[config.mk]
export PLATFORM = sky130hd
export DESIGN_NAME = protobuf_field_scanner
export DESIGN_NICKNAME = d
export VERILOG_FILES = /design/src/hw/rtl/pfs_pkg.sv /design/src/hw/rtl/pfs_core.sv /design/src/hw/rtl/pfs_obuf.sv /design/src/hw/rtl/protobuf_field_scanner.sv
export SDC_FILE = /design/constraint.sdc
export NUM_CORES = 1
export LEC_CHECK = 0
export BUFFER_PORTS_ARGS = -buffer_cell sky130_fd_sc_hd__buf_2
export CAP_MARGIN = 5
export CORE_MARGIN = 2
export CORE_UTILIZATION = 50
export CTS_CLUSTER_SIZE = 30
export DETAILED_ROUTE_END_ITERATION = 16
export MAX_ROUTING_LAYER = met4
export PLACE_DENSITY = 0.68
export SLEW_MARGIN = 25
export SYNTH_ARGS = -nofsm -noshare
export SYNTH_HDL_FRONTEND = slang
export SYNTH_HIERARCHICAL = 1
export SYNTH_SLANG_ARGS = --single-unit
export TNS_END_PERCENT = 1
[constraint.sdc]
create_clock -name clk -period 5.31 [get_ports clk]
set_clock_uncertainty 0.15 [all_clocks]
set_input_delay 0.7965 -clock clk [delete_from_list [all_inputs] [get_ports clk]]
set_output_delay 0.7965 -clock clk [all_outputs]
set_load 0.01 [all_outputs]
[src/hw/rtl/pfs_pkg.sv]
`timescale 1ns / 1ps
// ----------------------------------------------------------------------------
// pfs_pkg
// Types and constants shared by the protobuf field scanner modules.
// ----------------------------------------------------------------------------
package pfs_pkg;

  typedef enum logic [1:0] {
    PH_TAG    = 2'd0,
    PH_VARINT = 2'd1,
    PH_SKIP   = 2'd2,
    PH_IDLE   = 2'd3
  } phase_t;

  localparam logic [1:0] ST_FOUND = 2'd0;
  localparam logic [1:0] ST_NONE  = 2'd1;
  localparam logic [1:0] ST_BAD   = 2'd2;

  localparam logic [2:0] WT_VARINT  = 3'd0;
  localparam logic [2:0] WT_FIXED64 = 3'd1;
  localparam logic [2:0] WT_LEN     = 3'd2;
  localparam logic [2:0] WT_FIXED32 = 3'd5;

  localparam logic [1:0] KIND_VARINT  = 2'd0;
  localparam logic [1:0] KIND_LEN     = 2'd1;
  localparam logic [1:0] KIND_FIXED32 = 2'd2;

  localparam logic CFG_WANTED_FIELD = 1'b0;
  localparam logic CFG_WANTED_KIND  = 1'b1;

  localparam logic [3:0] VARINT_LAST_GROUP = 4'd9;

  typedef struct packed {
    logic [28:0] wanted_field;
    logic [1:0]  wanted_kind;
  } cfg_t;

  typedef struct packed {
    logic [1:0]  status;
    logic [63:0] value;
    logic [15:0] offset;
  } res_t;

endpackage

[src/hw/rtl/pfs_core.sv]
`timescale 1ns / 1ps
// ----------------------------------------------------------------------------
// pfs_core
// Per-byte wire format decoder: tag and varint assembly, field skipping and
// match detection. State advances once for every transferred byte.
// ----------------------------------------------------------------------------
module pfs_core import pfs_pkg::*; #(
  parameter int MAX_MESSAGE_BYTES = 65536
) (
  input  logic       clk,
  input  logic       rst_n,
  input  logic       step_en,
  input  logic [7:0] data_byte,
  input  logic       last_byte,
  input  cfg_t       cfg,
  output logic       res_valid,
  output res_t       res
);

  localparam int PW  = $clog2(MAX_MESSAGE_BYTES + 1);
  localparam int SKW = $clog2(MAX_MESSAGE_BYTES + 2);
  localparam logic [PW-1:0]  POS_MAX    = PW'(MAX_MESSAGE_BYTES);
  localparam logic [SKW-1:0] SKIP_CLAMP = SKW'(MAX_MESSAGE_BYTES + 1);
  localparam logic [SKW-1:0] SKIP_FIX64 = SKW'(8);
  localparam logic [SKW-1:0] SKIP_FIX32 = SKW'(4);

  phase_t         phase_r, phase_nxt;
  logic [63:0]    acc_r, acc_nxt;
  logic [3:0]     gc_r, gc_nxt;
  logic [2:0]     wire_r, wire_nxt;
  logic           hit_r, hit_nxt;
  logic [SKW-1:0] skip_r, skip_nxt;
  logic [PW-1:0]  pos_r, pos_nxt;
  logic           ans_r, ans_nxt;

  logic [6:0]     vb_sh;
  logic [63:0]    vb_acc;
  logic           vb_done;
  logic           vb_long;
  logic [31:0]    tag_field;
  logic [2:0]     tag_wt;
  logic           same;
  logic [15:0]    pos16;
  logic [1:0]     fx_idx;
  logic [63:0]    acc_fx;
  logic [SKW-1:0] skip_dec;
  logic           give;

  always_comb begin
    vb_sh     = 7'(gc_r) * 7'd7;
    vb_acc    = acc_r | ({57'd0, data_byte[6:0]} << vb_sh);
    vb_done   = !data_byte[7];
    vb_long   = data_byte[7] && (gc_r == VARINT_LAST_GROUP);
    tag_field = vb_acc[34:3];
    tag_wt    = vb_acc[2:0];
    same      = (tag_field == {3'd0, cfg.wanted_field});
    pos16     = 16'(pos_r);
    fx_idx    = 2'(3'd4 - skip_r[2:0]);
    skip_dec  = skip_r - SKW'(1);
    acc_fx    = acc_r;
    if (wire_r == WT_FIXED32 && hit_r && skip_r >= SKW'(1) && skip_r <= SKIP_FIX32) begin
      acc_fx = acc_r | ({56'd0, data_byte} << {fx_idx, 3'b000});
    end
  end

  always_comb begin
    phase_nxt = phase_r;
    acc_nxt   = acc_r;
    gc_nxt    = gc_r;
    wire_nxt  = wire_r;
    hit_nxt   = hit_r;
    skip_nxt  = skip_r;
    ans_nxt   = ans_r;
    give      = 1'b0;
    res_valid = 1'b0;
    res       = '{status: ST_FOUND, value: 64'd0, offset: 16'd0};

    if (!ans_r && pos_r >= POS_MAX) begin
      give       = 1'b1;
      res.status = ST_BAD;
    end else begin
      unique case (phase_r)
        PH_TAG: begin
          gc_nxt = vb_done ? 4'd0 : gc_r + 4'd1;
          if (vb_long) begin
            give       = 1'b1;
            res.status = ST_BAD;
          end else if (vb_done) begin
            acc_nxt  = 64'd0;
            wire_nxt = tag_wt;
            if (tag_field == 32'd0) begin
              give       = 1'b1;
              res.status = ST_BAD;
            end else begin
              unique case (tag_wt)
                WT_VARINT: begin
                  phase_nxt = PH_VARINT;
                  hit_nxt   = same && cfg.wanted_kind == KIND_VARINT;
                end
                WT_LEN: begin
                  phase_nxt = PH_VARINT;
                  hit_nxt   = same && cfg.wanted_kind == KIND_LEN;
                end
                WT_FIXED64: begin
                  phase_nxt = PH_SKIP;
                  skip_nxt  = SKIP_FIX64;
                  hit_nxt   = 1'b0;
                end
                WT_FIXED32: begin
                  phase_nxt = PH_SKIP;
                  skip_nxt  = SKIP_FIX32;
                  hit_nxt   = same && cfg.wanted_kind == KIND_FIXED32;
                end
                default: begin
                  give       = 1'b1;
                  res.status = ST_BAD;
                end
              endcase
            end
          end else begin
            acc_nxt = vb_acc;
          end
        end

        PH_VARINT: begin
          gc_nxt = vb_done ? 4'd0 : gc_r + 4'd1;
          if (vb_long) begin
            give       = 1'b1;
            res.status = ST_BAD;
          end else if (vb_done) begin
            if (wire_r == WT_VARINT) begin
              if (hit_r) begin
                give      = 1'b1;
                res.value = vb_acc;
                acc_nxt   = vb_acc;
              end else begin
                phase_nxt = PH_TAG;
                acc_nxt   = 64'd0;
              end
            end else if (vb_acc == 64'd0) begin
              // Empty length-delimited payload: answer with the length byte.
              acc_nxt = 64'd0;
              if (hit_r) begin
                give       = 1'b1;
                res.offset = pos16 + 16'd1;
              end else begin
                phase_nxt = PH_TAG;
              end
            end else begin
              // Lengths past the message limit can never complete, so the
              // counter only needs to stay above the bytes that remain.
              skip_nxt  = (vb_acc > 64'(MAX_MESSAGE_BYTES)) ? SKIP_CLAMP
                                                            : vb_acc[SKW-1:0];
              phase_nxt = PH_SKIP;
              acc_nxt   = hit_r ? vb_acc : 64'd0;
            end
          end else begin
            acc_nxt = vb_acc;
          end
        end

        PH_SKIP: begin
          skip_nxt = skip_dec;
          acc_nxt  = acc_fx;
          if (skip_dec == '0) begin
            if (!hit_r) begin
              phase_nxt = PH_TAG;
              acc_nxt   = 64'd0;
            end else if (wire_r == WT_FIXED32) begin
              give      = 1'b1;
              res.value = acc_fx;
            end else begin
              give       = 1'b1;
              res.value  = acc_fx;
              res.offset = pos16 + 16'd1 - acc_fx[15:0];
            end
          end
        end

        PH_IDLE: begin
        end

        default: begin
        end
      endcase
    end

    if (give) begin
      res_valid = 1'b1;
      ans_nxt   = 1'b1;
      phase_nxt = PH_IDLE;
    end

    pos_nxt = (pos_r < POS_MAX) ? pos_r + PW'(1) : pos_r;

    if (last_byte) begin
      if (!ans_nxt) begin
        res_valid = 1'b1;
        res       = '{status: ((phase_nxt == PH_TAG && gc_nxt == 4'd0) ? ST_NONE : ST_BAD),
                      value: 64'd0, offset: 16'd0};
      end
      phase_nxt = PH_TAG;
      acc_nxt   = 64'd0;
      gc_nxt    = 4'd0;
      wire_nxt  = WT_VARINT;
      hit_nxt   = 1'b0;
      skip_nxt  = '0;
      pos_nxt   = '0;
      ans_nxt   = 1'b0;
    end

    res_valid = res_valid && step_en;
  end

  always_ff @(posedge clk) begin
    if (!rst_n) begin
      phase_r <= PH_TAG;
      acc_r   <= 64'd0;
      gc_r    <= 4'd0;
      wire_r  <= WT_VARINT;
      hit_r   <= 1'b0;
      skip_r  <= '0;
      pos_r   <= '0;
      ans_r   <= 1'b0;
    end else if (step_en) begin
      phase_r <= phase_nxt;
      acc_r   <= acc_nxt;
      gc_r    <= gc_nxt;
      wire_r  <= wire_nxt;
      hit_r   <= hit_nxt;
      skip_r  <= skip_nxt;
      pos_r   <= pos_nxt;
      ans_r   <= ans_nxt;
    end
  end

  a_ans_idle: assert property (@(posedge clk) disable iff (!rst_n)
    ans_r == (phase_r == PH_IDLE))
    else $error("answer flag and idle phase disagree");

  // An over-long varint leaves the index one past the tenth byte, but only
  // in the idle phase, where it is never read.
  a_group_bound: assert property (@(posedge clk) disable iff (!rst_n)
    phase_r != PH_IDLE |-> gc_r <= VARINT_LAST_GROUP)
    else $error("varint group index past the tenth byte");

  a_skip_nonzero: assert property (@(posedge clk) disable iff (!rst_n)
    phase_r == PH_SKIP |-> skip_r != '0)
    else $error("skip phase with nothing left to skip");

  a_one_answer: assert property (@(posedge clk) disable iff (!rst_n)
    ans_r |-> !res_valid)
    else $error("result produced after the answer was given");

endmodule

[src/hw/rtl/pfs_obuf.sv]
`timescale 1ns / 1ps
// ----------------------------------------------------------------------------
// pfs_obuf
// Two-entry result buffer: an output register with a skid register behind it,
// so the input side can keep moving while a result waits to be taken.
// ----------------------------------------------------------------------------
module pfs_obuf import pfs_pkg::*; (
  input  logic clk,
  input  logic rst_n,
  input  logic push,
  input  res_t push_data,
  output logic full,
  output logic out_valid,
  input  logic out_stall,
  output res_t out_data
);

  logic out_v_r, out_v_nxt;
  res_t out_d_r, out_d_nxt;
  logic skid_v_r, skid_v_nxt;
  res_t skid_d_r, skid_d_nxt;
  logic out_free;

  always_comb begin
    out_free   = !out_v_r || !out_stall;
    out_v_nxt  = out_v_r;
    out_d_nxt  = out_d_r;
    skid_v_nxt = skid_v_r;
    skid_d_nxt = skid_d_r;
    if (out_free) begin
      if (skid_v_r) begin
        out_v_nxt  = 1'b1;
        out_d_nxt  = skid_d_r;
        skid_v_nxt = push;
        skid_d_nxt = push_data;
      end else begin
        out_v_nxt = push;
        out_d_nxt = push_data;
      end
    end else if (push) begin
      skid_v_nxt = 1'b1;
      skid_d_nxt = push_data;
    end
  end

  always_ff @(posedge clk) begin
    if (!rst_n) begin
      out_v_r  <= 1'b0;
      skid_v_r <= 1'b0;
    end else begin
      out_v_r  <= out_v_nxt;
      skid_v_r <= skid_v_nxt;
    end
  end

  always_ff @(posedge clk) begin
    out_d_r  <= out_d_nxt;
    skid_d_r <= skid_d_nxt;
  end

  assign full      = skid_v_r;
  assign out_valid = out_v_r;
  assign out_data  = out_d_r;

  a_skid_behind_out: assert property (@(posedge clk) disable iff (!rst_n)
    skid_v_r |-> out_v_r)
    else $error("skid register holds a result while the output is empty");

  a_no_overrun: assert property (@(posedge clk) disable iff (!rst_n)
    push |-> !skid_v_r || out_free)
    else $error("result pushed into a full buffer");

  a_held_goes_to_skid: assert property (@(posedge clk) disable iff (!rst_n)
    push && out_v_r && out_stall |=> skid_v_r)
    else $error("result pushed behind a stalled output was dropped");

endmodule

[src/hw/rtl/protobuf_field_scanner.sv]
`timescale 1ns / 1ps
// ----------------------------------------------------------------------------
// protobuf_field_scanner
// Finds the first field with a configured number and kind in a protobuf
// message streamed one byte per transfer.
// ----------------------------------------------------------------------------
// One message byte is taken every clock cycle while in_stall is low. Each
// byte updates the decoder state, and its result (if any) goes to the output
// register, or the skid register while the output stalls. A result is
// produced when the wanted field completes, on a malformed byte, or on the
// byte marked last; afterwards bytes are absorbed silently until the last one.
// in_stall rises only when two results are queued behind a stalled output.
// Configure wanted_field (index 0) and wanted_kind (index 1) between messages.
module protobuf_field_scanner import pfs_pkg::*; #(
  parameter int MAX_MESSAGE_BYTES = 65536
) (
  input  logic        clk,
  input  logic        rst_n,
  input  logic        in_valid,
  output logic        in_stall,
  input  logic [7:0]  in_data_byte,
  input  logic        in_last_byte,
  output logic        out_valid,
  input  logic        out_stall,
  output logic [1:0]  out_status,
  output logic [63:0] out_field_value,
  output logic [15:0] out_payload_offset,
  input  logic        cfg_wr_en,
  input  logic        cfg_index,
  input  logic [28:0] cfg_wr_data
);

  cfg_t cfg_r;
  logic step_en;
  logic res_valid;
  res_t res;
  res_t out_data;
  logic buf_full;

  always_ff @(posedge clk) begin
    if (!rst_n) begin
      cfg_r.wanted_field <= 29'd1;
      cfg_r.wanted_kind  <= KIND_VARINT;
    end else if (cfg_wr_en) begin
      unique case (cfg_index)
        CFG_WANTED_FIELD: cfg_r.wanted_field <= cfg_wr_data;
        CFG_WANTED_KIND:  cfg_r.wanted_kind  <= cfg_wr_data[1:0];
        default: begin
        end
      endcase
    end
  end

  assign in_stall = buf_full;
  assign step_en  = in_valid && !buf_full;

  pfs_core #(
    .MAX_MESSAGE_BYTES(MAX_MESSAGE_BYTES)
  ) u_core (
    .clk       (clk),
    .rst_n     (rst_n),
    .step_en   (step_en),
    .data_byte (in_data_byte),
    .last_byte (in_last_byte),
    .cfg       (cfg_r),
    .res_valid (res_valid),
    .res       (res)
  );

  pfs_obuf u_obuf (
    .clk       (clk),
    .rst_n     (rst_n),
    .push      (res_valid),
    .push_data (res),
    .full      (buf_full),
    .out_valid (out_valid),
    .out_stall (out_stall),
    .out_data  (out_data)
  );

  assign out_status         = out_data.status;
  assign out_field_value    = out_data.value;
  assign out_payload_offset = out_data.offset;

endmodule
Yosys cells after proc, flatten, opt, wreduce, memory -nomap -nowiden
Index checks and enable logic that the tools add are counted.
- output and inout bits: 84
- register bits: 306
- bitwise operators: 3
- $add $sub $neg: 6
- eq/ne operators: 23
- reduce and logical (&&, ||, !) cells: 42
- multiplexer cells: 103
- shift-type cells: 2
- order comparisons: 5
- multipliers: 1
- operators with widths (kind ; number):
    $mux 64 ; 13
    $mux 82 ; 6
    $mux 80 ; 5
    $mux 17 ; 12
    $pmux 64 s3 ; 1
    $pmux 80 s2 ; 1
    $or 64x64->64 ; 2
    $gt 64x17->1 const B ; 1
    $logic_not 64->1 ; 1
    $mux 16 ; 4
    $shl 7x7->64 ; 1
    $shl 8x5->64 ; 1
    $pmux 17 s3 ; 1
    $mux 2 ; 19
    $pmux 17 s2 ; 1
    $eq 32x29->1 ; 1
    $logic_not 32->1 ; 1
    $mux 1 ; 26
    $ne 3x3->1 const B ; 7
    $add 17x1->17 const B ; 1
    $ge 17x1->1 const B ; 1
    $ge 17x17->1 const B ; 1
    $le 17x3->1 const B ; 1
    $logic_not 17->1 ; 1
    38 further kinds ; 76

Depth between registers and ports, before layout
Gate-level depths: netlist of run 1.
- depth after elaboration: 19
- mapped depth: 21
- depth with buffers taken out: 20

Hierarchy
Netlist of run 1, hierarchy kept.
- by module, submodules not included (module ; cells an instance ; area an instance (um^2) ; instances ; seq. area each (um^2)):
    pfs_core ; 1375 ; 9525.4 ; 1 ; 2182.1
    pfs_obuf ; 265 ; 6189.7 ; 1 ; 4964.8
    protobuf_field_scanner ; 136 ; 1257.5 ; 1 ; 620.6

Worst setup path after synthesis of run 1
No wires, ideal clock.
- kind: reg2reg
- start point: register u_core.skip_r[2]
- end point: register u_obuf/skid_d_r[0] (netlist name) (enable)
- path buffers: 3
- setup slack: 0.744 ns
- cell stages (with the launch flop): 14
- data arrival time: 4.010 ns
- setup time: 0.405 ns
- cell sequence: dfxtp_1 -> buf_2 -> or4_1 -> buf_2 -> or4_1 -> nor2_1 -> xnor2_1 -> nand4_1 -> or2_1 -> buf_2 -> a31oi_1 -> o31ai_1 -> a31oi_1 -> mux2_2
- word-level cells in the longest chain between the ends: 11
- elaborated cells on any way between the ends: 12
- ends and longest elaborated chain (item ; line ; RTL):
    from (decl) ; pfs_core.sv:32 ; logic [SKW-1:0] skip_r, skip_nxt;
    from (signal assigned) ; pfs_core.sv:231 ; skip_r <= skip_nxt;
    $sub 17x1->17 * ; pfs_core.sv:59 ; skip_dec = skip_r - SKW'(1);
    $logic_not 17->1 * ; pfs_core.sv:165 ; if (skip_dec == '0) begin
    $mux 1 * ; pfs_core.sv:165 ;
    $pmux 1 s3 * ; pfs_core.sv:82 ; unique case (phase_r)
    $mux 1 * ; pfs_core.sv:78 ; if (!ans_r && pos_r >= POS_MAX) begin
    $mux 1 ; pfs_core.sv:188 ; if (give) begin
    $mux 1 ; pfs_core.sv:197 ; if (!ans_nxt) begin
    $mux 1 * ; pfs_core.sv:196 ; if (last_byte) begin
    $logic_and 1x1->1 * ; pfs_core.sv:212 ; res_valid = res_valid && step_en;
    net res_valid ; protobuf_field_scanner.sv:35 ; logic res_valid;
    $reduce_bool 2->1 (no line) * ; -- ;
    $reduce_and 2->1 (no line) * ; -- ;
    to (signal assigned) ; pfs_obuf.sv:58 ; skid_d_r <= skid_d_nxt;
    to (decl) ; pfs_obuf.sv:21 ; res_t skid_d_r, skid_d_nxt;
The timed path passes the listed nets; every way through them passes the cells marked *.
A chain may end at the register's enable or synchronous reset.

==> impl_metrics.json, run 1 <==
{
  "cp_max_fo": 16,
  "dp_cells": 2289,
  "period_share": 0.916,
  "clk_latency_ns": 0.54,
  "htree_num_levels": 2,
  "yosysWarnings": 6,
  "avgSynthCellArea_um2": 9.56,
  "vias": 14400,
  "clockPowerShare": 0.428,
  "fin_tns_setup_ns": 0,
  "min_path_cells": 2,
  "synthXorXnorAreaFrac": 0.0392,
  "num_rows": 67,
  "antenna_found_initial": 0,
  "synth_ff_type": "edfxtp_1",
  "finalHoldViolCount": 0,
  "totalWireLength_um": 50900,
  "cap_violations": 0,
  "fin_crit_ns": 4.86,
  "cts_setup_buffers": 0,
  "clk_pin_slew_worst_paths_ns": 0.06,
  "globalRouteMet3Util": 0.0520,
  "synth_top_family_by_area": "compound AO/OA/AOI/OAI gates",
  "p_sw_mw": 1.43,
  "powerDensity_nw_per_um2": 288,
  "grt_pass1_vias": 13700,
  "worstMarginPinSlew_ns": 1.04,
  "gp_congestion": 0.950,
  "clock-root-buffer": "clkbuf_16",
  "synth_cell_type_count": 80,
  "reg2regPathDepth": 13,
  "maxSlewViolCount": 0,
  "max-slew-margin-rel": 0.306,
  "pwr-share-comb": 0.106,
  "cp-end-kind": "register",
  "antennaDiodeCount": 0,
  "rsz0062_at_grt": "false",
  "via_per_inst": 6.13,
  "use_met2": 0.429,
  "synthTopCellsByArea": "edfxtp_1, dfxtp_1, nor2_1, a21oi_1, nand2_1",
  "cts.repair.resized": 0,
  "status": "finished clean",
  "cp.arrival_ns": 5.00,
  "crit_path_start_kind": "register",
  "synthCells": 1776,
  "wl_per_cell_um": 21.6,
  "finalSetupViolations": 0,
  "cellLeakagePower_nw": 7.40,
  "p_total_mw": 5.55,
  "drive_gt1_frac": 0.194,
  "seq_power_share": 0.465,
  "portBuffers": 127,
  "cts_made_buffers": 36,
  "synth_most_common_cell": "nor2_1",
  "hold_path_end": "cfg_r[5]",
  "irDropWorstVdd_mv": 0.184,
  "stdcell_count": 2354,
  "crit_required_ns": 5.45,
  "timing.fmax_mhz": 206,
  "rrSetupSlack_ns": 0.45,
  "switching_share": 0.257,
  "synth.top_cells.by_count": "nor2_1, edfxtp_1, nand2_1, a21oi_1, dfxtp_1",
  "yosysTopAreaCell": "edfxtp_1",
  "yosys.area_share.simple": 0.177,
  "critPathKind": "register to register",
  "critical_path.reg2reg.startpoint": "u_core/gc_r[2]",
  "grt_max_degree": 70,
  "timing.rr.end": "u_obuf/out_data[81]",
  "synth_edf_count": 164,
  "muxShareOfSynthArea": 0.0807,
  "synth_seq_area_share": 0.458,
  "synth_top_cell_area_share": 0.290,
  "die_w_um": 188,
  "numClockSinks": 306,
  "drt_iter0_markers": 1437,
  "p_int_mw": 4.12,
  "dieArea_um2": 35400,
  "area.growth.synth_to_final_pct": 13.5,
  "ctsHoldBuffers": 0,
  "hold_path_startpoint": "cfg_r[5]",
  "coreArea_um2": 33400,
  "finish.utilization": 0.576,
  "start_util": 0.507,
  "groute.usage.overall": 0.293,
  "dr.pass1.iters": 6,
  "synth-seq-cells": 306,
  "grt_util_met1": 0.415,
  "die_h_um": 188,
  "drc": 0,
  "synth-adder-area-share": 0.0203,
  "hp-class": "register to register",
  "async_flop_share": 0,
  "drtAntennaViolNets": 0,
  "synth-compound-area-share": 0.180,
  "dp_hpwl_um": 35500,
  "synthesis.area_um2": 17000,
  "syn-num-nets": 1847,
  "cts.path.max_buffers": 3,
  "cts_tree": "built",
  "grt-ovfl-total": 0,
  "grt_pass1_wl_um": 79100,
  "top_usage_layer": "met2",
  "pin_count": 128,
  "nNetsFinal": 1950
}
-- cells in the final DEF (no fill, tap or decap), types with 10 or more instances in the layout --
cell         n
nand2b_1    11
or3_1       11
buf_4       62
nand3_1     29
mux2_4      37
o22ai_1     46
mux2_2      46
xor2_1      24
clkbuf_16   36
inv_1       32
ha_1        26
xnor2_1     52
nor2b_1     47
a21o_1      12
a21oi_1    146
a22oi_1     67
nor2_1     231
edfxtp_1   164
o21ai_0     71
a31oi_1     16
o22a_1      16
nand2_1    155
a32oi_1     10
nand4_1     24
buf_2      127
and3_1      15
nor3_1      32
and2_1      11
dfxtp_1    141
nor4_1      19
o21ba_1     14
mux2i_1     30
-- routing by layer --
layer | vias up | part of all wire
met4 | 0 | 0.027
met2 | 720 | 0.43
li1 | 6689 | -
met3 | 108 | 0.093
met1 | 6907 | 0.45
met5 | - | 0
-- worst max-delay path, stage by stage, from the launching register on --
cell and delay, ns:
dfxtp_1 0.80, nor4b_4 0.64, a21oi_1 0.35, nand4_1 0.19, nor4_1 0.09, and2_1 0.24
a21o_1 0.21, o221a_2 0.27, o31ai_1 0.37, nand4_1 0.21, nor4_1 0.40, buf_4 0.22
a31oi_1 0.12, mux2_2 0.34
-- power by group through the flow --
stage                     Clock (mW)  Combinational (mW)  Sequential, mW
after floorplan                    0               0.364            2.64
after global placement             0               0.575            2.63
after detailed placement           0               0.577            2.63
after CTS                       2.43               0.580            2.58
after global routing            2.52               0.631            2.59
final                           2.38               0.590            2.58
-- sequential cells by signal, summed over array words and instances (netlist names) --
register	cells
u_core/pos_r	17
u_core/hit_r	1
u_core/acc_r	64
cfg_r	31
u_core/ans_r	1
u_obuf/full	1
u_core/skip_r	17
u_obuf/out_valid	1
u_core/gc_r	4
u_obuf/skid_d_r	82
u_core/phase_r	2
u_core/wire_r	3
u_obuf/out_data	82
-- how the worst max path moves through the flow --
stage	depth (start not counted)	start	to	slack, ns
floorplan	13	u_core/skip_r[2]	u_obuf/skid_d_r[0]	0.74
global placement	17	u_core/skip_r[4]	u_obuf/out_data[13]	0.70
detailed placement	12	in_data_byte[6]	u_obuf/skid_d_r[3]	0.58
CTS	17	u_core/skip_r[4]	u_obuf/out_data[13]	0.63
global route	17	u_core/skip_r[4]	u_obuf/out_data[13]	0.20
finish	13	u_core/gc_r[2]	u_obuf/out_data[81]	0.45
-- area by class of cell --
type / instances / area [µm²]
fillers: 2936 / 14200
multi-input cells: 1309 / 8490
flip-flops and latches: 306 / 7770
repair buffers: 192 / 1160
clock buffers: 41 / 930
well taps: 448 / 561
clock inverters: 24 / 220
inverters: 34 / 128
-- per-stage QoR --
step / area [µm²] / hold WS [ns] / setup WS, ns
global placement: 18100 / 0.308 / 0.702
detailed placement: 18100 / 0.315 / 0.578
CTS: 19200 / 0.325 / 0.626
floorplan: 17000 / 0.294 / 0.744
global route: 19300 / 0.340 / 0.204
finish: 19300 / 0.321 / 0.446
-- cell families after synthesis --
logic type,Yosys count
AND/OR/NAND/NOR,628
AO/OA/AOI/OAI,465
flip-flops,306
buffers and inverters,161
multiplexers,113
XOR/XNOR,76
adder cells (fa/ha/maj),27
Note: power is estimated with default switching activity, not from simulation.
==> run 2: changes to the inputs <==
--- a/config.mk
+++ b/config.mk
@@ -7,12 +7,12 @@
 export LEC_CHECK = 0
 export BUFFER_PORTS_ARGS = -buffer_cell sky130_fd_sc_hd__buf_2
 export CAP_MARGIN = 5
+export CORE_ASPECT_RATIO = 0.6
 export CORE_MARGIN = 2
-export CORE_UTILIZATION = 50
+export CORE_UTILIZATION = 29
 export CTS_CLUSTER_SIZE = 30
 export DETAILED_ROUTE_END_ITERATION = 16
 export MAX_ROUTING_LAYER = met4
-export PLACE_DENSITY = 0.68
 export SLEW_MARGIN = 25
 export SYNTH_ARGS = -nofsm -noshare
 export SYNTH_HDL_FRONTEND = slang
==> run 2 against run 1 <==
Power decreased by 1.8%; via count increased by 0.56%; final area increased by 1.4%; die area increased by 71%; clock-buffer cell count decreased by 3; routed wire length increased by 6.9%; cell count increased by 13%; clock power decreased by 5%; largest cell class unchanged.
==> impl_metrics.json, run 2 (synthesis results as in run 1) <==
{
  "numClockSinks": 306,
  "die_h_um": 191,
  "portBuffers": 127,
  "final_common_cell": "nor2_1",
  "drc": 0,
  "vias": 14500,
  "rsz0062_at_grt": "false",
  "grt_pass1_vias": 13800,
  "hold_path_end": "cfg_r[30]",
  "cts_setup_buffers": 0,
  "hp-class": "input port to register",
  "max-slew-margin-rel": 0.327,
  "slowest_delay_ns": 0.84,
  "fin_tns_setup_ns": 0,
  "powerDensity_nw_per_um2": 279,
  "cp_max_fo": 34,
  "clk_latency_ns": 0.59,
  "cts_tree": "built",
  "start_util": 0.294,
  "maxSlewViolCount": 0,
  "pin_count": 128,
  "dieArea_um2": 60500,
  "cp_cell_sequence": "nor4bb_1 -> buf_4 -> a21oi_1 -> nand4_1 -> nor4_1 -> nand4_1 -> nor2_1 -> o221a_2 -> o31ai_1 -> a31oi_1 -> mux2_4 -> buf_12",
  "coreArea_um2": 57700,
  "timing.fmax_mhz": 198,
  "finish.utilization": 0.338,
  "crit_path_start_kind": "register",
  "critical_path.reg2reg.startpoint": "u_core/gc_r[3]",
  "clk_pin_slew_worst_paths_ns": 0.07,
  "dp_cells": 2603,
  "cts.repair.resized": 0,
  "cp-end-kind": "register",
  "grt_pass1_wl_um": 82300,
  "status": "finished clean",
  "grt-ovfl-total": 0,
  "antennaDiodeCount": 0,
  "cp.arrival_ns": 5.17,
  "cts.path.max_buffers": 3,
  "htree_num_levels": 1,
  "crit_required_ns": 5.42,
  "crit_family": "simple AND/OR/NAND/NOR gates",
  "cellLeakagePower_nw": 7.32,
  "drive_gt1_frac": 0.189,
  "cts_made_buffers": 30,
  "grt_max_degree": 84,
  "critPathSlowestCell": "dfxtp_1",
  "reg2regPathDepth": 12,
  "stdcell_count": 2660,
  "num_rows": 68,
  "antenna_found_initial": 0,
  "worstMarginPinSlew_ns": 1.01,
  "cp_common_cell": "nand4_1",
  "critPathKind": "register to register",
  "wl_per_cell_um": 20.4,
  "seq_area_um2": 7770,
  "ctsHoldBuffers": 0,
  "hold_path_startpoint": "cfg_wr_data[28]",
  "timing.rr.end": "u_obuf/skid_d_r[8]",
  "totalWireLength_um": 54400,
  "crit_path_start": "u_core/gc_r[3]",
  "gp_congestion": 0.961,
  "finalSetupViolations": 0,
  "groute.usage.overall": 0.179,
  "min_path_cells": 3,
  "multiInputGateArea_um2": 8490,
  "drt_iter0_markers": 1797,
  "finalHoldViolCount": 0,
  "n_fill_cell": 5970,
  "final_cell_mix": "nor2_1, edfxtp_1, nand2_1, a21oi_1, dfxtp_1",
  "critPathBufInv": 2,
  "dr.pass1.iters": 6,
  "die_w_um": 316,
  "rrSetupSlack_ns": 0.25,
  "irDropWorstVdd_mv": 0.198,
  "drtAntennaViolNets": 0,
  "fin_crit_ns": 5.06,
  "nNetsFinal": 1937,
  "cap_violations": 0,
  "area.growth.synth_to_final_pct": 15.0,
  "period_share": 0.953,
  "dp_hpwl_um": 38600,
  "via_per_inst": 5.45,
  "clock-root-buffer": "clkbuf_16"
}
[run 2: cell count changes in the layout (fill, tap and decap cells not counted), sizes merged]
cell / before / now
buf: 192 / 185
bufinv: 2 / 4
clkbuf: 41 / 38
clkinv: 16 / 6
clkinvlp: 6 / 7
inv: 34 / 35
[run 2: worst max path at each step]
stage | to | cells after the start
after floorplan | u_obuf/skid_d_r[0] | 13
after global placement | u_obuf/skid_d_r[50] | 12
after detailed placement | u_obuf/skid_d_r[51] | 12
after CTS | u_obuf/skid_d_r[51] | 12
after global routing | u_obuf/skid_d_r[51] | 12
final | u_obuf/skid_d_r[8] | 12
[run 2: cell type report]
cell class                      instances  area share
Tap cell                              770      0.0494
Sequential cell                       306       0.398
Multi-Input combinational cell       1309       0.435
Inverter                               34     0.00654
Clock inverter                         18      0.0117
Timing Repair Buffer                  185      0.0580
Clock buffer                           38      0.0410
[run 2: through the flow]
step           hold WS [ns]  power [mW]  area [µm²]  setup slack, ns
6_report              0.318        5.44       19500            0.250
2_1_floorplan         0.294        3.01       17000            0.744
3_5_place_dp          0.312        3.23       18500            0.315
3_3_place_gp          0.313        3.22       18500            0.433
5_1_grt               0.318        5.64       19500            0.119
4_1_cts               0.293        5.48       19500            0.389
[run 2: per-layer routing]
metal  wire, µm  part of all wire  vias to the layer above  global-route usage
met5          0                 0                        -                   -
met4       1250             0.023                        0              0.0377
met3       5310             0.098                       98              0.0435
met2      23100              0.42                      732               0.261
met1      24700              0.45                     7026               0.249
li1           -                 -                     6649                   -
[run 2: power by group]
part	switching (mW)	leakage [nW]	internal, mW
combinational	0.404	3.85	0.199
sequential	0.0371	2.99	2.55
clock	0.984	0.480	1.27
[run 2: worst register-to-register path: cells and delay by family, from the launching register on]
| kind | cells | cell delay [ns] |
|---|---|---|
| mux | 1 | 0.40 |
| compound gates | 4 | 1.21 |
| buf+inv | 2 | 0.48 |
| flops | 1 | 0.84 |
| simple gates | 5 | 1.63 |
==> run 3: changes to the inputs <==
--- a/config.mk
+++ b/config.mk
@@ -7,9 +7,8 @@
 export LEC_CHECK = 0
 export BUFFER_PORTS_ARGS = -buffer_cell sky130_fd_sc_hd__buf_2
 export CAP_MARGIN = 5
-export CORE_ASPECT_RATIO = 0.6
 export CORE_MARGIN = 2
-export CORE_UTILIZATION = 29
+export CORE_UTILIZATION = 45
 export CTS_CLUSTER_SIZE = 30
 export DETAILED_ROUTE_END_ITERATION = 16
 export MAX_ROUTING_LAYER = met4
==> constraint.sdc (replaced) <==
create_clock -name clk -period 5.31 [get_ports clk]
set_clock_uncertainty 0.15 [all_clocks]
set_input_delay 0.2655 -clock clk [delete_from_list [all_inputs] [get_ports clk]]
set_output_delay 0.2655 -clock clk [all_outputs]
set_load 0.01 [all_outputs]
==> run 3 against run 2 <==
Routed wire length is 3.2% lower; worst hold slack worse by 0.25 ns; critical endpoint is now u_obuf/skid_d_r[16]; via count rose by 0.48%; critical path type unchanged; combinational power increased by 0.7%; cell count is 7.6% lower; first-iteration DRC count fell by 7.8%.
==> impl_metrics.json, run 3 (synthesis results as in run 1) <==
{
  "status": "finished clean",
  "critPathKind": "register to register",
  "area.growth.synth_to_final_pct": 16.3,
  "wl_per_cell_um": 21.4,
  "cp-end-kind": "register",
  "cts.path.max_buffers": 3,
  "cts_tree": "built",
  "drtAntennaViolNets": 0,
  "drive_gt1_frac": 0.193,
  "p_sw_mw": 1.49,
  "groute.usage.overall": 0.277,
  "timing.fmax_mhz": 208,
  "max-slew-margin-rel": 0.318,
  "fin_crit_ns": 4.80,
  "portBuffers": 127,
  "finalSetupViolations": 0,
  "vias": 14600,
  "rsz0062_at_grt": "false",
  "grt_pass1_wl_um": 81600,
  "pin_count": 128,
  "num_rows": 71,
  "p_int_mw": 4.17,
  "numClockSinks": 306,
  "irDropWorstVdd_mv": 0.274,
  "clock-root-buffer": "clkbuf_16",
  "maxSlewViolCount": 0,
  "final_cell_mix": "nor2_1, edfxtp_1, nand2_1, a21oi_1, dfxtp_1",
  "die_h_um": 198,
  "totalWireLength_um": 52600,
  "cts_setup_buffers": 0,
  "drt_iter0_markers": 1657,
  "die_w_um": 198,
  "coreArea_um2": 37400,
  "cts_made_buffers": 37,
  "place_ws_ns": 0.670,
  "seq_power_share": 0.457,
  "crit_path_start_kind": "register",
  "clk_latency_ns": 0.57,
  "clk_pin_slew_worst_paths_ns": 0.06,
  "grt_max_degree": 81,
  "htree_num_levels": 2,
  "cp.arrival_ns": 4.90,
  "grt-ovfl-total": 0,
  "cts.repair.resized": 0,
  "period_share": 0.903,
  "fin_ws_ns": 0.514,
  "via_per_inst": 5.93,
  "nNetsFinal": 1989,
  "dieArea_um2": 39300,
  "final_common_cell": "nor2_1",
  "switching_share": 0.263,
  "fin_tns_setup_ns": 0,
  "clockPowerShare": 0.435,
  "start_util": 0.454,
  "cap_violations": 0,
  "drc": 0,
  "dr.pass1.iters": 7,
  "hp-class": "input port to register",
  "powerDensity_nw_per_um2": 286,
  "cp_max_fo": 32,
  "finalHoldViolCount": 0,
  "cellLeakagePower_nw": 7.59,
  "dp_hpwl_um": 36100,
  "p_total_mw": 5.65,
  "gp_congestion": 0.962,
  "grt_pass1_vias": 13700,
  "pwr-share-comb": 0.107,
  "crit_required_ns": 5.41,
  "ctsHoldBuffers": 34,
  "antenna_found_initial": 1,
  "worstMarginPinSlew_ns": 1.02
}
run 3: stage by stage:
stage	instances	utilization	cell area, µm²	hold slack (ns)
6_report	2458	0.528	19700	0.0721
5_1_grt	2458	0.528	19700	0.0610
4_1_cts	2457	0.527	19700	0.0315
3_5_place_dp	2356	0.487	18200	0.312
3_3_place_gp	2356	0.487	18200	0.310
2_1_floorplan	1776	-	17000	0.258
run 3: power groups by stage:
| stage | registers, mW | logic (mW) | clock network (mW) |
|---|---|---|---|
| after global routing | 2.59 | 0.653 | 2.62 |
| after CTS | 2.59 | 0.597 | 2.52 |
| after floorplan | 2.64 | 0.364 | 0 |
| after detailed placement | 2.64 | 0.575 | 0 |
| final | 2.58 | 0.607 | 2.46 |
| after global placement | 2.63 | 0.577 | 0 |
run 3: final timing paths:
| path | start | slack (ns) | to | depth (start not counted) |
|---|---|---|---|---|
| hold reg to reg | cfg_r[25] | 0.32 | cfg_r[25] | 2 |
| hold / removal | in_data_byte[1] | 0.07 | u_core/acc_r[57] | 3 |
| setup / recovery | u_core/gc_r[3] | 0.51 | u_obuf/skid_d_r[16] | 15 |
| setup reg to reg | u_core/gc_r[3] | 0.51 | u_obuf/skid_d_r[16] | 15 |
run 3: critical path: stages (launching register included):
cell      delay [ns]
dfxtp_1         0.77
nor4bb_1        0.14
buf_4           0.20
a21oi_1         0.28
buf_4           0.23
nand4_1         0.11
nor4_1          0.50
buf_4           0.23
nand4_1         0.21
nor2_1          0.24
o221a_2         0.24
o31ai_1         0.10
a31oi_1         0.34
buf_4           0.21
mux2_4          0.26
buf_12          0.23
run 3: routing by layer:
layer / up-vias / share of wire / wire length, µm / track usage
li1: 6764 / - / - / -
met1: 7040 / 0.47 / 24600 / 0.406
met2: 671 / 0.42 / 22200 / 0.392
met3: 99 / 0.088 / 4630 / 0.0479
met4: 0 / 0.023 / 1200 / 0.0771
met5: - / 0 / 0 / -
run 3: final cells by class:
type	instances	area (µm²)
Fill cell	3394	17700
Multi-Input combinational cell	1309	8490
Clock buffer	44	956
Inverter	34	128
Tap cell	511	639
Sequential cell	306	7770
Antenna cell	1	2.50
Clock inverter	23	211
Timing Repair Buffer	230	1530
